[config.mk]
export PLATFORM = sky130hd
export DESIGN_NAME = per_flow_receive_window_acker
export DESIGN_NICKNAME = d
export VERILOG_FILES = /design/src/hdl/fwa_pkg.sv /design/src/hdl/fwa_front.sv /design/src/hdl/fwa_queue.sv /design/src/hdl/fwa_back.sv /design/src/hdl/per_flow_receive_window_acker.sv
export SDC_FILE = /design/constraint.sdc
export NUM_CORES = 1
export LEC_CHECK = 0
export ABC_AREA = 1
export ABC_CLOCK_PERIOD_IN_PS = 10600
export BUFFER_PORTS_ARGS = -buffer_cell sky130_fd_sc_hd__buf_2
export CORE_MARGIN = 3
export CORE_UTILIZATION = 35
export DETAILED_ROUTE_END_ITERATION = 8
export PLACE_DENSITY_LB_ADDON = 0.2
export SYNTH_ARGS = -nofsm -noshare
export SYNTH_HDL_FRONTEND = slang
export SYNTH_SLANG_ARGS = --single-unit
[constraint.sdc]
create_clock -name i_clk -period 10.6 [get_ports i_clk]
set_clock_uncertainty 0.05 [all_clocks]
set_input_delay 2.65 -clock i_clk [delete_from_list [all_inputs] [get_ports i_clk]]
set_output_delay 2.65 -clock i_clk [all_outputs]
set_load 0.02 [all_outputs]
[src/hdl/fwa_pkg.sv]
package fwa_pkg;

    localparam int FLOWS        = 8;
    localparam int WINDOW       = 10;
    localparam int FLOW_W       = (FLOWS > 1) ? $clog2(FLOWS) : 1;
    localparam int WIN_IDX_W    = (WINDOW > 1) ? $clog2(WINDOW) : 1;
    localparam int RUN_W        = $clog2(WINDOW + 1);
    localparam int QUEUE_DEPTH  = 2;
    localparam int QPTR_W       = (QUEUE_DEPTH > 1) ? $clog2(QUEUE_DEPTH) : 1;
    localparam int QCNT_W       = $clog2(QUEUE_DEPTH + 1);

    localparam logic [15:0] BASE_PORT_RESET = 16'd5000;
    localparam logic [0:0]  REG_BASE_PORT   = 1'd0;

    typedef enum logic [1:0] {
        ST_ACCEPTED      = 2'd0,
        ST_OUT_OF_WINDOW = 2'd1,
        ST_NOT_OPEN      = 2'd2
    } t_status;

    typedef logic [WINDOW-1:0] t_bitmap;

    typedef struct packed {
        logic [15:0] dest_port;
        logic [31:0] seq_number;
        logic        fin;
    } t_in_item;

    typedef struct packed {
        logic [2:0]  flow_index;
        logic [31:0] ack_number;
        t_status     status;
        logic        closed;
    } t_out_item;

    typedef struct packed {
        logic [FLOW_W-1:0] flow;
        logic [31:0]       seq_number;
        logic              fin;
    } t_flow_item;

endpackage

[src/hdl/fwa_front.sv]
module fwa_front
    import fwa_pkg::*;
(
    input  logic [15:0] i_base_port,
    input  t_in_item    i_item,
    output logic        o_match,
    output t_flow_item  o_item
);

    logic [FLOW_W-1:0] flow;
    logic              hit;

    always_comb begin
        logic [15:0] want;
        flow = '0;
        hit  = 1'b0;
        for (int i = FLOWS - 1; i >= 0; i--) begin
            want = i_base_port + 16'd1 + 16'(i);
            if (want == i_item.dest_port) begin
                hit  = 1'b1;
                flow = FLOW_W'(i);
            end
        end
    end

    assign o_match           = hit;
    assign o_item.flow       = flow;
    assign o_item.seq_number = i_item.seq_number;
    assign o_item.fin        = i_item.fin;

endmodule

[src/hdl/fwa_queue.sv]
module fwa_queue
    import fwa_pkg::*;
(
    input  logic       i_clk,
    input  logic       i_rst_n,
    input  logic       i_push,
    input  t_flow_item i_item,
    output logic       o_full,
    input  logic       i_pop,
    output logic       o_valid,
    output t_flow_item o_item
);

    t_flow_item          r_mem [QUEUE_DEPTH];
    logic [QPTR_W-1:0]   r_wr_ptr;
    logic [QPTR_W-1:0]   r_rd_ptr;
    logic [QCNT_W-1:0]   r_cnt;
    logic                push_ok;
    logic                pop_ok;

    assign o_full  = (r_cnt == QCNT_W'(QUEUE_DEPTH));
    assign o_valid = (r_cnt != '0);
    assign o_item  = r_mem[r_rd_ptr];
    assign push_ok = i_push && !o_full;
    assign pop_ok  = i_pop && o_valid;

    always_ff @(posedge i_clk) begin
        if (push_ok) begin
            r_mem[r_wr_ptr] <= i_item;
        end
    end

    always_ff @(posedge i_clk) begin
        if (!i_rst_n) begin
            r_wr_ptr <= '0;
            r_rd_ptr <= '0;
            r_cnt    <= '0;
        end else begin
            if (push_ok) begin
                r_wr_ptr <= r_wr_ptr + QPTR_W'(1);
            end
            if (pop_ok) begin
                r_rd_ptr <= r_rd_ptr + QPTR_W'(1);
            end
            case ({push_ok, pop_ok})
                2'b10:   r_cnt <= r_cnt + QCNT_W'(1);
                2'b01:   r_cnt <= r_cnt - QCNT_W'(1);
                default: r_cnt <= r_cnt;
            endcase
        end
    end

endmodule

[src/hdl/fwa_back.sv]
module fwa_back
    import fwa_pkg::*;
(
    input  logic       i_clk,
    input  logic       i_rst_n,
    input  logic       i_valid,
    input  t_flow_item i_item,
    output logic       o_pop,
    output logic       o_out_valid,
    input  logic       i_out_stall,
    output t_out_item  o_out_item
);

    logic              r_open [FLOWS];
    logic [31:0]       r_head [FLOWS];
    t_bitmap           r_bmp  [FLOWS];
    logic              r_out_valid;
    t_out_item         r_out_item;

    logic              opening;
    logic              is_open;
    logic [31:0]       head;
    t_bitmap           bmp;
    logic [31:0]       offset;
    logic              in_window;
    t_bitmap           bits;
    logic [RUN_W-1:0]  run;
    logic              run_on;
    t_bitmap           n_bmp;
    logic [31:0]       n_head;
    t_out_item         n_out_item;

    assign o_pop = i_valid && (!r_out_valid || !i_out_stall);

    always_comb begin
        opening   = (i_item.seq_number == 32'd0);
        is_open   = opening || r_open[i_item.flow];
        head      = opening ? 32'd0 : r_head[i_item.flow];
        bmp       = opening ? '0 : r_bmp[i_item.flow];
        offset    = i_item.seq_number - head;
        in_window = (offset < 32'(WINDOW));
        bits      = bmp;
        if (in_window) begin
            bits = bmp | (t_bitmap'(1) << offset[WIN_IDX_W-1:0]);
        end
        run    = '0;
        run_on = 1'b1;
        for (int i = 0; i < WINDOW; i++) begin
            run_on = run_on && bits[i];
            if (run_on) begin
                run = RUN_W'(i + 1);
            end
        end
        n_bmp  = bits >> run;
        n_head = head + 32'(run);

        n_out_item.flow_index = 3'(i_item.flow);
        if (!is_open) begin
            n_out_item.ack_number = 32'd0;
            n_out_item.status     = ST_NOT_OPEN;
            n_out_item.closed     = 1'b0;
        end else begin
            n_out_item.ack_number = n_head - 32'd1;
            n_out_item.status     = in_window ? ST_ACCEPTED : ST_OUT_OF_WINDOW;
            n_out_item.closed     = i_item.fin;
        end
    end

    always_ff @(posedge i_clk) begin
        if (o_pop && is_open) begin
            r_head[i_item.flow] <= n_head;
            r_bmp[i_item.flow]  <= n_bmp;
        end
        if (o_pop) begin
            r_out_item <= n_out_item;
        end
    end

    always_ff @(posedge i_clk) begin
        if (!i_rst_n) begin
            for (int i = 0; i < FLOWS; i++) begin
                r_open[i] <= 1'b0;
            end
            r_out_valid <= 1'b0;
        end else begin
            if (o_pop && is_open) begin
                r_open[i_item.flow] <= !i_item.fin;
            end
            if (o_pop) begin
                r_out_valid <= 1'b1;
            end else if (!i_out_stall) begin
                r_out_valid <= 1'b0;
            end
        end
    end

    assign o_out_valid = r_out_valid;
    assign o_out_item  = r_out_item;

endmodule

[src/hdl/per_flow_receive_window_acker.sv]
// channel   direction  handshake                  payload
// in        receive    i_in_valid / o_in_stall    i_in_item  (t_in_item)
// out       send       o_out_valid / i_out_stall  o_out_item (t_out_item)
// config    receive    APB write/read             base_port at byte address 0
//
// One segment transfer per cycle while i_out_stall is low; the back end
// updates a flow's head and bitmap flops in a same-cycle read-modify-write.
// Transfers are queued, then results registered; unmatched ports drop.
// Synchronous active-low reset closes all flows and sets base_port to 5000.
// A two-entry queue parts front and back: o_in_stall rises only when it is
// full, so the input keeps moving while one result waits on i_out_stall.
module per_flow_receive_window_acker
    import fwa_pkg::*;
(
    input  logic        i_clk,
    input  logic        i_rst_n,
    input  logic        i_in_valid,
    output logic        o_in_stall,
    input  t_in_item    i_in_item,
    output logic        o_out_valid,
    input  logic        i_out_stall,
    output t_out_item   o_out_item,
    input  logic        psel,
    input  logic        penable,
    input  logic        pwrite,
    input  logic [2:0]  paddr,
    input  logic [31:0] pwdata,
    output logic [31:0] prdata,
    output logic        pready
);

    logic [15:0] r_base_port;
    logic        match;
    t_flow_item  front_item;
    logic        q_full;
    logic        q_valid;
    t_flow_item  q_item;
    logic        q_pop;

    assign pready = 1'b1;
    assign prdata = (paddr[2] == REG_BASE_PORT) ? {16'd0, r_base_port} : 32'd0;

    always_ff @(posedge i_clk) begin
        if (!i_rst_n) begin
            r_base_port <= BASE_PORT_RESET;
        end else if (psel && penable && pwrite && paddr[2] == REG_BASE_PORT) begin
            r_base_port <= pwdata[15:0];
        end
    end

    assign o_in_stall = q_full;

    fwa_front u_front (
        .i_base_port (r_base_port),
        .i_item      (i_in_item),
        .o_match     (match),
        .o_item      (front_item)
    );

    fwa_queue u_queue (
        .i_clk   (i_clk),
        .i_rst_n (i_rst_n),
        .i_push  (i_in_valid && match),
        .i_item  (front_item),
        .o_full  (q_full),
        .i_pop   (q_pop),
        .o_valid (q_valid),
        .o_item  (q_item)
    );

    fwa_back u_back (
        .i_clk       (i_clk),
        .i_rst_n     (i_rst_n),
        .i_valid     (q_valid),
        .i_item      (q_item),
        .o_pop       (q_pop),
        .o_out_valid (o_out_valid),
        .i_out_stall (i_out_stall),
        .o_out_item  (o_out_item)
    );

endmodule

==> Word-level counts from Yosys, hierarchy flattened <==
Memories as Yosys holds them, arrays and structs flattened. A register that Yosys moved wholly into a read port is not among the register bits.
Cells that the tools add are included.
{ "word_totals": {"mem_bits_rw": 416, "mem_count": 4, "reg_bits": 59, "out_inout_bits": 73, "in_bits": 91} }
{ "op_classes": {"bitwise_logic": 2, "n_reduce_logical": 27, "n_shift": 2, "muxes": 46, "n_lt_le_gt_ge": 1, "add_sub_neg": 15, "eq_ne": 12} }
{ "mem_list": {"columns": ["name", "words", "word_bits", "rd", "rd_clocked_by_memory_dff", "wr", "line", "source"], "rows": [
  ["u_back.r_head", 8, 32, 1, 0, 1, "fwa_back.sv:15", "logic [31:0] r_head [FLOWS];"],
  ["u_back.r_bmp", 8, 10, 1, 0, 1, "fwa_back.sv:16", "t_bitmap r_bmp [FLOWS];"],
  ["u_queue.r_mem", 2, 36, 1, 1, 1, "fwa_queue.sv:14", "t_flow_item r_mem [QUEUE_DEPTH];"],
  ["u_back.r_open", 8, 1, 1, 0, 8, "fwa_back.sv:14", "logic r_open [FLOWS];"]
]} }
{ "op_table": {"columns": ["op", "n"], "rows": [
  ["$eq 16x16->1", 8],
  ["$add 16x3->16 const B", 4],
  ["$mux 3", 13],
  ["$add 16x1->16 const B", 2],
  ["$add 16x2->16 const B", 2],
  ["$add 32x4->32", 1],
  ["$logic_not 32->1", 1],
  ["$lt 32x4->1 const B", 1],
  ["$mux 32", 1],
  ["$sub 32x1->32 const B", 1],
  ["$sub 32x32->32", 1],
  ["$mux 1", 23],
  ["$mux 10", 2],
  ["$logic_and 1x1->1", 17],
  ["$mux 16", 1],
  ["$mux 4", 3],
  ["$or 10x10->10", 1],
  ["$shl 1x4->10 const A", 1],
  ["$shr 10x4->10", 1],
  ["$eq 2x2->1 const B", 2],
  ["$logic_not 1->1", 4],
  ["$mux 2", 2],
  ["$pmux 2 s2", 1],
  ["$reduce_bool 2->1", 2],
  ["other kinds (8)", 10]
]} }

==> Depth between registers and ports, before layout <==
Gate-level depths: netlist of run 1.
{ "logic_depth": {"depth_word": 18, "depth_mapped": 63} }

==> Hierarchy <==
From an unflattened synthesis of run 1, not the netlist that was laid out.
{ "hier_totals": {"cells_unflattened": 3301, "hier_area_um2": 27901.8} }
{ "by_module_without_submodules": {"columns": ["mod", "cells_each", "instances", "seq_area_each_um2", "area_each_um2"], "rows": [
  ["fwa_back", 2040, 1, 11410.9, 19393.6],
  ["fwa_front", 957, 1, 0.0, 4538.1],
  ["fwa_queue", 150, 1, 2262.2, 2996.6],
  ["per_flow_receive_window_acker", 154, 1, 320.3, 973.4]
]} }

==> Worst setup path after synthesis of run 1 <==
OpenSTA, ideal clock, no wires.
{ "synth_path": {"kind": "reg2reg", "start": "register with a tool-made name", "end": "register u_back.r_out_item (netlist bit u_back.o_out_item[31]) (data pin)", "period_less_slack_ns": 7.477, "path_buffers": 8, "setup_slack_ns": 3.123, "setup_time_ns": 0.270, "t_arrival_ns": 7.157, "t_required_ns": 10.280, "stages_incl_launch_ff": 52, "path_cell_list": "dfxtp_1 buf_6 buf_8 nand2_2 nand2_2 buf_6 nor2_1 inv_1 buf_2 buf_2 buf_2 buf_2 o22a_1 o221ai_1 nor4_1 ha_1 inv_1 fa_1 [... 16 more ...] o21ai_0 nand2_1 nand2_1 nand2_1 inv_1 ha_1 fa_1 inv_1 ha_1 nand3_1 nor2_1 nand2_1 nor2_4 nand3_1 nor2_1 nand3_1 nand2_1 a21oi_1"} }
{ "synth_rtl": {"columns": ["item", "line", "source"], "rows": [
  ["to (signal assigned)", "fwa_back.sv:75", "r_out_item <= n_out_item;"],
  ["to (decl)", "fwa_back.sv:18", "t_out_item r_out_item;"]
]} }

==> results of run 1 <==
==> synthesized netlist by cell type (3+ instances only) <==
library cell | count | area, µm²
inv_2 | 12 | 45.0
o21ai_1 | 34 | 170
clkinv_1 | 9 | 33.8
a21oi_1 | 97 | 485
a221oi_1 | 6 | 52.6
xnor2_1 | 13 | 114
o21bai_1 | 3 | 22.5
nand4_1 | 66 | 413
a211oi_1 | 9 | 67.6
buf_4 | 22 | 165
ha_1 | 46 | 576
nor3_1 | 38 | 190
o221ai_1 | 4 | 35.0
edfxtp_1 | 446 | 13400
nand2_4 | 3 | 33.8
nor4_1 | 23 | 144
xor2_1 | 51 | 447
or4_1 | 3 | 22.5
o211ai_1 | 13 | 97.6
nor2_2 | 10 | 62.6
inv_1 | 370 | 1390
clkbuf_1 | 18 | 67.6
or2_2 | 11 | 68.8
a22oi_1 | 3 | 22.5
buf_1 | 9 | 33.8
nor2_4 | 9 | 101
buf_2 | 28 | 140
o2111ai_1 | 16 | 140
nand3_1 | 158 | 791
nand3b_1 | 17 | 128
nor2_1 | 406 | 1520
o21ai_0 | 98 | 490
o22a_1 | 7 | 61.3
nand2_2 | 24 | 150
dfxtp_1 | 30 | 601
nand3_2 | 9 | 90.1
o22ai_1 | 122 | 763
and3_1 | 3 | 18.8
a2111oi_0 | 4 | 35.0
buf_6 | 7 | 78.8
nand2_1 | 593 | 2230
==> per-stage QoR <==
stage / hold slack (ps) / power [µW]
2_1_floorplan: 376 / 5030
3_3_place_gp: 385 / 6220
3_5_place_dp: 398 / 6260
4_1_cts: 409 / 8060
5_1_grt: 441 / 8570
6_report: 403 / 8030
==> area by class of cell <==
cell class | count | area (µm²)
antenna | 1 | 2.50
clock buffer | 64 | 1350
clock inverter | 31 | 305
fill | 7152 | 42800
inverter | 391 | 1470
multi-input combinational | 1951 | 10000
sequential | 476 | 14000
tap | 950 | 1190
timing repair buffer | 175 | 1030
==> routing by layer <==
metal	wire, µm	vias up
met3	4640	174
met2	38800	717
met1	34900	10100
met5	13	-
li1	-	10200
met4	3420	2
==> path summary, 6_finish.rpt <==
path                                               to             start  cells after the start  slack (ps)
worst max-delay path            u_back.o_out_item[31]              flop                     45         950
worst min-delay path                             flop  u_queue.r_rd_ptr                      1         400
worst max register to register  u_back.o_out_item[31]              flop                     45         950
worst min register to register                   flop  u_queue.r_rd_ptr                      1         400
==> power breakdown <==
| part | internal (µW) | leakage [µW] | total [µW] | switching, µW |
|---|---|---|---|---|
| clock | 1010 | 0.000808 | 1770 | 762 |
| sequential | 2490 | 0.00426 | 2500 | 14.1 |
| combinational | 971 | 0.00643 | 3750 | 2780 |
| total | 4470 | 0.0115 | 8030 | 3560 |
==> flip-flops by register name, summed over array words and instances, names as in the netlist, named ones only <==
| register | count |
|---|---|
| u_queue.r_mem | 72 |
| u_back.o_out_item | 38 |
| u_queue.r_rd_ptr | 1 |
| u_back.r_open | 8 |
| u_back.r_head | 256 |
| r_base_port | 16 |
| u_back.o_out_valid | 1 |
| u_queue.r_wr_ptr | 1 |
| u_queue.r_cnt | 2 |
| u_back.r_bmp | 80 |
==> cells by family after synthesis <==
group,after synthesis
xor+xnor,65
other cells,2
flops,476
compound gates,430
buf+inv,476
fa+ha+maj,48
simple gates,1383
==> run metrics, run 1 <==
DP HPWL 58.1 mm; mux share of post-synthesis cell area 0%; Least-Margin Pin Slew 1100 ps; crit path DAT 9940 ps; CTS Buf Count 52; Starting Density 35.8%; Max Cap Viol 0; final instance area 29400 µm²; worst-path fanout max 21; Leak Pwr 0.0115 µW; fin crit period 9650 ps; total wire length 81.8 mm; DP Area 27700 µm²; final setup TNS 0 ps; vias in the first global route 20700; Cell Area, Synth 25800 µm²; core area 72200 µm²; unrepaired setup endpoints after global routing no; met2 Resource Use GR 35.3%; DR WL/cell 20.2 µm; fin cells 4039; DR pass1 iterations 5; cts-stage hold buffer count 0; mean instance size in the synthesized netlist 8.97 µm²; Slew HR 26.6%; Final Wtd Congestion 0.921; slack of the critical path 948 ps; post-synthesis compound-gate area fraction 9.98%; GRT Total Usage 20.7%; setup bufs post-CTS 0; # setup viols final 0; Final nets 3186; Most Crowded Layer GR met2; # DRC 0; final hold violation count 0; HP Class reg2reg; DRT antenna net count 0; Die ar. 77100 µm²; critical path type reg2reg; CP endpoint kind flop; Die Y 278 µm; Seq cells post-synth 476; CP top delay family simple AND/OR/NAND/NOR gates; area grow syn2layout 13.8%; first-pass GRT wire length 123 mm; post-cts resize count 0; crit-path max cell delay 560 ps; layout cell share with drive strength beyond 1 11.5%; chip width 278 µm; Final Cycle Share 91.1%; H-tree Lvls 2; status finished clean; placed insts 3943; Synth Instances 2880; largest family of logic cells by synthesized area simple AND/OR/NAND/NOR gates; initial antenna violation count 3; vias per cell 5.24; Post-synth top flop edfxtp_1; sequential fraction of the synthesis area 54.2%; IO buf count 128; Async SR Flop Fraction 0%; via count 21200; most common cell after layout, fill and taps aside nand2_1; Post-synth EDFFs 446; commonest cells after routing, fill and taps aside nand2_1, edfxtp_1, nor2_1, inv_1, nand3_1; Max clock buf depth 3; Clock Sink Count 476; latest clock arrival within the worst-skew pair 610 ps; GR met1 Demand/Resource 26.6%; critical path launch point type flop; PD cells 273 nW/µm²; CP dominant cell by count nand2_1; data required time at the worst endpoint 10890 ps; XOR/XNOR share of the synthesized area 2.23%; Max rail drop VDD 0.113 mV; # IOs 164; post-synth cell types 63; Util after Layout 40.7%; Worst-path clk slew 60 ps; Initial DRC Count 1679; root buf cell clkbuf_16; max-slew violations 0; slowest stage cell, crit path inv_1; Max Fclk 104 MHz; Worst Path Buf+Inv 5; GRT overflow 0; Place WS 1050 ps; Post-Synth Adder-Cell Area 2.38%; largest net degree at the start of global routing 67; CTS tree done; YS warnings 0; # rows 98; simple-gate portion of the synthesized area 23.6%; grt met3 use 2.86%
(Power assumes the default switching activity.)
==> inputs of run 2 (changes only) <==
- REMOVE_ABC_BUFFERS: default -> 1
==> run 2 against run 1 <==
Worst hold slack is essentially flat. Core utilization grew 0.21 points. Die area is the same. Sequential power is essentially flat. Register-to-register slack lost 90 ps. Non-clock buffer count shrank 1. Critical endpoint unchanged. Highest routed layer unchanged.
==> run metrics, run 2 (synthesized netlist as in run 1, its figures left out) <==
multi-input logic area 10000 µm² (unchanged); max FFs per register 256 (unchanged); vias per cell 5.19 (-0.96%); # DRC 0 (unchanged); CP endpoint kind flop; Final Cycle Share 91.9% (+0.81 points); Leak Pwr 0.0116 µW (+0.70%); worst reg2reg endpoint u_back.o_out_item[31]; placed insts 3942 (-0.025%); slowest stage cell, crit path fa_1; worst-path fanout max 36 (+71%); DP Area 27700 µm² (about the same); core area 72200 µm² (unchanged); DP HPWL 58.0 mm (-0.19%); Top reg by flops u_back.r_head; DR pass1 iterations 6 (+1); internal power 4600 µW (+2.9%); # diodes 0 (-1); CTS Buf Count 53 (+1.9%); Final nets 3186 (unchanged); # rows 98 (unchanged); CP dominant cell by count nand2_1; data required time at the worst endpoint 10900 ps (about the same); crit path DAT 10040 ps (+100 ps); fin cells 4039 (unchanged); crit-path max cell delay 600 ps (+40 ps); initial antenna violation count 2 (-1); Max rail drop VDD 0.146 mV (+29%); Least-Margin Pin Slew 1150 ps (+49.4 ps); layout cell share with drive strength beyond 1 11.7% (+0.19 points); fin crit period 9740 ps (+86.2 ps); chip width 278 µm (unchanged); R2R depth 47 (+4.4%); Slew HR 23.3% (-3.3 points); area grow syn2layout 14.4%; H-tree Lvls 2 (unchanged); Max Cap Viol 0 (unchanged); final setup TNS 0 ps (unchanged); Sequential Power Share 30.9% (-0.3 points); top flop regs u_back.r_head (256), u_back.r_bmp (80), u_queue.r_mem (72); critical path type reg2reg; CP top delay family simple AND/OR/NAND/NOR gates; most common cell after layout, fill and taps aside nand2_1; vias in the first global route 20300 (-1.9%); status finished clean; CTS tree done; commonest cells after routing, fill and taps aside nand2_1, edfxtp_1, nor2_1, inv_1, nand3_1; total wire length 81.1 mm (-0.76%); final instance area 29500 µm² (+0.52%); latest clock arrival within the worst-skew pair 620 ps (about the same); setup bufs post-CTS 0 (unchanged); Clock Sink Count 476 (unchanged); Worst R2R Setup Slack 860 ps (-90 ps); FF+latch area 14000 µm² (about the same); Worst-path clk slew 60 ps (about the same); hold slack 403 ps (-0.155 ps); layout filler cell count 7129 (-0.32%); # setup viols final 0 (unchanged); largest net degree at the start of global routing 43 (-36%); combinational cell fraction of total power 45.7% (-1.0 points); Initial DRC Count 1710 (+1.8%); Starting Density 35.8% (unchanged); root buf cell clkbuf_16; Max clock buf depth 3 (unchanged); Worst Path Buf+Inv 8 (+3); first-pass GRT wire length 123 mm (-0.26%); PD cells 276 nW/µm² (+0.96%); Clk pwr share 23.5% (+1.5 points); DRT antenna net count 0 (unchanged); Levels on crit path 47 (+4.4%); max-slew violations 0 (unchanged); net switching power 3550 µW (-0.23%); unrepaired setup endpoints after global routing no; Max Fclk 103 MHz (-0.89%); Worst setup endpoint u_back.o_out_item[31]; GRT Total Usage 20.5% (-0.17 points); Hold Crit Depth 1 (unchanged); Util after Layout 40.9% (+0.21 points); via count 21000 (-0.96%); DR WL/cell 20.1 µm (-0.76%); # IOs 164 (unchanged); Final Wtd Congestion 0.958 (+4.0%); IO buf count 128 (unchanged); critical path launch point type flop; GRT overflow 0 (unchanged); Die Y 278 µm (unchanged); HP Class reg2reg; Die ar. 77100 µm² (unchanged); sw frac 43.6% (-0.75 points); final hold violation count 0 (unchanged)
## run 2: layout make-up
class | count | share of cell area (%)
Sequential cell | 476 | 47.4
Inverter | 391 | 4.97
Clock buffer | 66 | 4.86
Timing Repair Buffer | 174 | 3.42
Clock inverter | 31 | 1.32
Multi-Input combinational cell | 1951 | 34.0
Tap cell | 950 | 4.03
## run 2: through the flow
| stage | power, µW | setup slack, ps |
|---|---|---|
| finish | 8150 | 862 |
| global route | 8690 | 113 |
| CTS | 8180 | 734 |
| detailed placement | 6250 | 762 |
| global placement | 6210 | 834 |
| floorplan | 4970 | 1500 |
## run 2: worst min-delay path by stage
stage,startpoint,to,slack (ps)
floorplan,u_queue.r_rd_ptr,flop,380
global placement,u_queue.r_rd_ptr,flop,380
detailed placement,u_queue.r_rd_ptr,flop,390
CTS,u_queue.r_rd_ptr,flop,400
global route,u_queue.r_rd_ptr,flop,420
finish,u_queue.r_rd_ptr,flop,400
## run 2: power groups by stage
stage | clock [µW] | combinational [µW] | sequential (µW)
3_3_place_gp | 0 | 3650 | 2550
3_5_place_dp | 0 | 3700 | 2550
6_report | 1910 | 3720 | 2510
2_1_floorplan | 0 | 2390 | 2580
5_1_grt | 2030 | 4140 | 2520
4_1_cts | 1960 | 3710 | 2510
## run 2: what timing repair did
| item | CTS | global route |
|---|---|---|
| resized for setup | 0 | 1 |
| hold buffers | 0 | 0 |
| endpoints found under the setup margin | 0 | 9 |
| endpoints found under the hold margin | 0 | 0 |
## run 2: metal layers
| metal | vias up | GRT usage (%) | wire length (µm) |
|---|---|---|---|
| met3 | 118 | 2.70 | 4070 |
| met4 | 4 | 5.39 | 2070 |
| met5 | - | 0 | 22 |
| met1 | 10100 | 27.3 | 35600 |
| met2 | 599 | 35.4 | 39400 |
| li1 | 10200 | - | - |
==> inputs of run 3 (changes only) <==
- CORE_ASPECT_RATIO: default -> 0.5
==> run 3 against run 2 <==
Count of clock-buffer cells in the layout shrank 12. Via count grew 0.56%. Critical path depth grew 1. Sequential power is essentially flat. Sequential cell count is the same. Core utilization shrank 0.052 points. Fmax grew 2.4%. Final area shrank 0.43%. First-iteration DRC count grew 11%. Highest routed layer unchanged.
==> run metrics, run 3 (synthesized netlist as in run 1, its figures left out) <==
Initial DRC Count 1905 (+11%); critical path launch point type flop; latest clock arrival within the worst-skew pair 610 ps (about the same); CTS Buf Count 46 (-13%); # rows 69 (-30%); hold_sp u_queue.r_rd_ptr; CTS tree done; Top reg by flops u_back.r_head; Max Cap Viol 0 (unchanged); R2R depth 48 (+2.1%); HP Class reg2reg; crit-path max cell delay 770 ps (+170 ps); vias in the first global route 19800 (-2.5%); initial antenna violation count 1 (-1); Hold Crit Depth 1 (unchanged); cts-stage hold buffer count 0 (unchanged); Place WS 1180 ps (+423 ps); Slew HR 23.9% (+0.59 points); Util after Layout 40.8% (-0.052 points); Worst-path clk slew 60 ps (about the same); Worst R2R Setup Slack 1090 ps (+230 ps); slowest stage cell, crit path clkinv_1; GRT overflow 0 (unchanged); H-tree Lvls 2 (unchanged); internal power 4430 µW (-3.5%); Sequential Power Share 31.3% (+0.4 points); DR WL/cell 20.2 µm (+0.35%); Die Y 198 µm (-29%); Max clock buf depth 3 (unchanged); final hold violation count 0 (unchanged); DRT antenna net count 0 (unchanged); slack of the critical path 1090 ps (+229 ps); # setup viols final 0 (unchanged); area grow syn2layout 13.9%; core area 72000 µm² (-0.30%); IO buf count 128 (unchanged); crit path DAT 9830 ps (-210 ps); largest net degree at the start of global routing 56 (+30%); root buf cell clkbuf_16; worst reg2reg endpoint u_back.o_out_item[22]; sw frac 44.5% (+0.96 points); data required time at the worst endpoint 10920 ps (+20 ps); hold slack 405 ps (+1.31 ps); worst-path fanout max 22 (-39%); # DRC 0 (unchanged); total wire length 81.6 mm (+0.60%); combinational cell fraction of total power 47.0% (+1.3 points); Starting Density 35.9% (+0.11 points); net switching power 3560 µW (+0.29%); critical path type reg2reg; Clock Sink Count 476 (unchanged); # IOs 164 (unchanged); status finished clean; Max Fclk 105 MHz (+2.4%); max-slew violations 0 (unchanged); fin crit period 9510 ps (-229 ps); PD cells 272 nW/µm² (-1.4%); DP HPWL 57.9 mm (-0.20%); final setup TNS 0 ps (unchanged); CP dominant cell by count nand2_1; top flop regs u_back.r_head (256), u_back.r_bmp (80), u_queue.r_mem (72); DR pass1 iterations 6 (unchanged); first-pass GRT wire length 122 mm (-0.79%); commonest cells after routing, fill and taps aside nand2_1, edfxtp_1, nor2_1, inv_1, nand3_1; setup bufs post-CTS 0 (unchanged); post-cts resize count 0 (unchanged); layout cell share with drive strength beyond 1 11.8% (+0.12 points); GRT Total Usage 20.8% (+0.27 points); Least-Margin Pin Slew 1130 ps (-13.0 ps); Final nets 3194 (+0.25%); vias per cell 5.21 (+0.31%); CP endpoint kind flop; via count 21100 (+0.56%); Clk pwr share 21.6% (-1.9 points); unrepaired setup endpoints after global routing no; Die ar. 77300 µm² (+0.26%); Max rail drop VDD 0.143 mV (-2.0%); Leak Pwr 0.0115 µW (-0.52%); Final Wtd Congestion 0.962 (+0.35%); Final Cycle Share 89.7% (-2.2 points); max FFs per register 256 (unchanged); most common cell after layout, fill and taps aside nand2_1; chip width 390 µm (+41%); # diodes 0 (unchanged)
[run 3: cell count changes in the layout (fill, tap and decap cells not counted), sizes merged]
cell,before,now
inv,385,388
clkbuf,66,54
bufinv,7,6
clkinvlp,1,2
clkinv,29,25
buf,174,189
[run 3: layout make-up]
| cell class | instances | area (µm²) |
|---|---|---|
| clock inverter | 30 | 370 |
| multi-input combinational | 1951 | 10000 |
| tap | 958 | 1200 |
| timing repair buffer | 189 | 1150 |
| sequential | 476 | 14000 |
| fill | 7197 | 42600 |
| inverter | 391 | 1470 |
| clock buffer | 54 | 1180 |
[run 3: per-stage QoR]
stage	total power (µW)	cell area [µm²]	instances
6_report	7990	29400	4049
4_1_cts	7980	29400	4049
3_5_place_dp	6240	27800	3965
2_1_floorplan	4970	25400	2818
3_3_place_gp	6210	27800	3965
5_1_grt	8530	29400	4049
[run 3: worst max path at each step]
| stage | from | end | slack (ps) | depth (start not counted) |
|---|---|---|---|---|
| after floorplan | flop | u_back.o_out_item[31] | 1500 | 41 |
| after global placement | flop | u_back.o_out_item[22] | 1150 | 48 |
| after detailed placement | flop | u_back.o_out_item[22] | 1180 | 48 |
| after CTS | flop | u_back.o_out_item[22] | 1170 | 48 |
| after global routing | flop | u_back.o_out_item[33] | 90 | 50 |
| final | flop | u_back.o_out_item[22] | 1090 | 48 |
[run 3: layer usage]
layer | vias to the layer above | track usage [%] | wire (µm)
met5 | - | 0 | 10
met1 | 10100 | 29.1 | 37900
li1 | 10200 | - | -
met2 | 628 | 34.4 | 37400
met4 | 2 | 4.72 | 1660
met3 | 115 | 3.01 | 4670
[run 3: critical path, delay by kind of cell, from the launching register on]
family,cells,cell delay (ps)
fa+ha+maj,3,940
compound gates,4,610
buf+inv,6,1730
simple gates,35,5320
flops,1,540
[run 3: power by group through the flow]
stage          sequential (µW)  combinational, µW  clock [µW]
2_1_floorplan             2580               2390           0
3_3_place_gp              2540               3670           0
3_5_place_dp              2550               3700           0
4_1_cts                   2500               3710        1770
5_1_grt                   2510               4180        1840
6_report                  2500               3760        1730
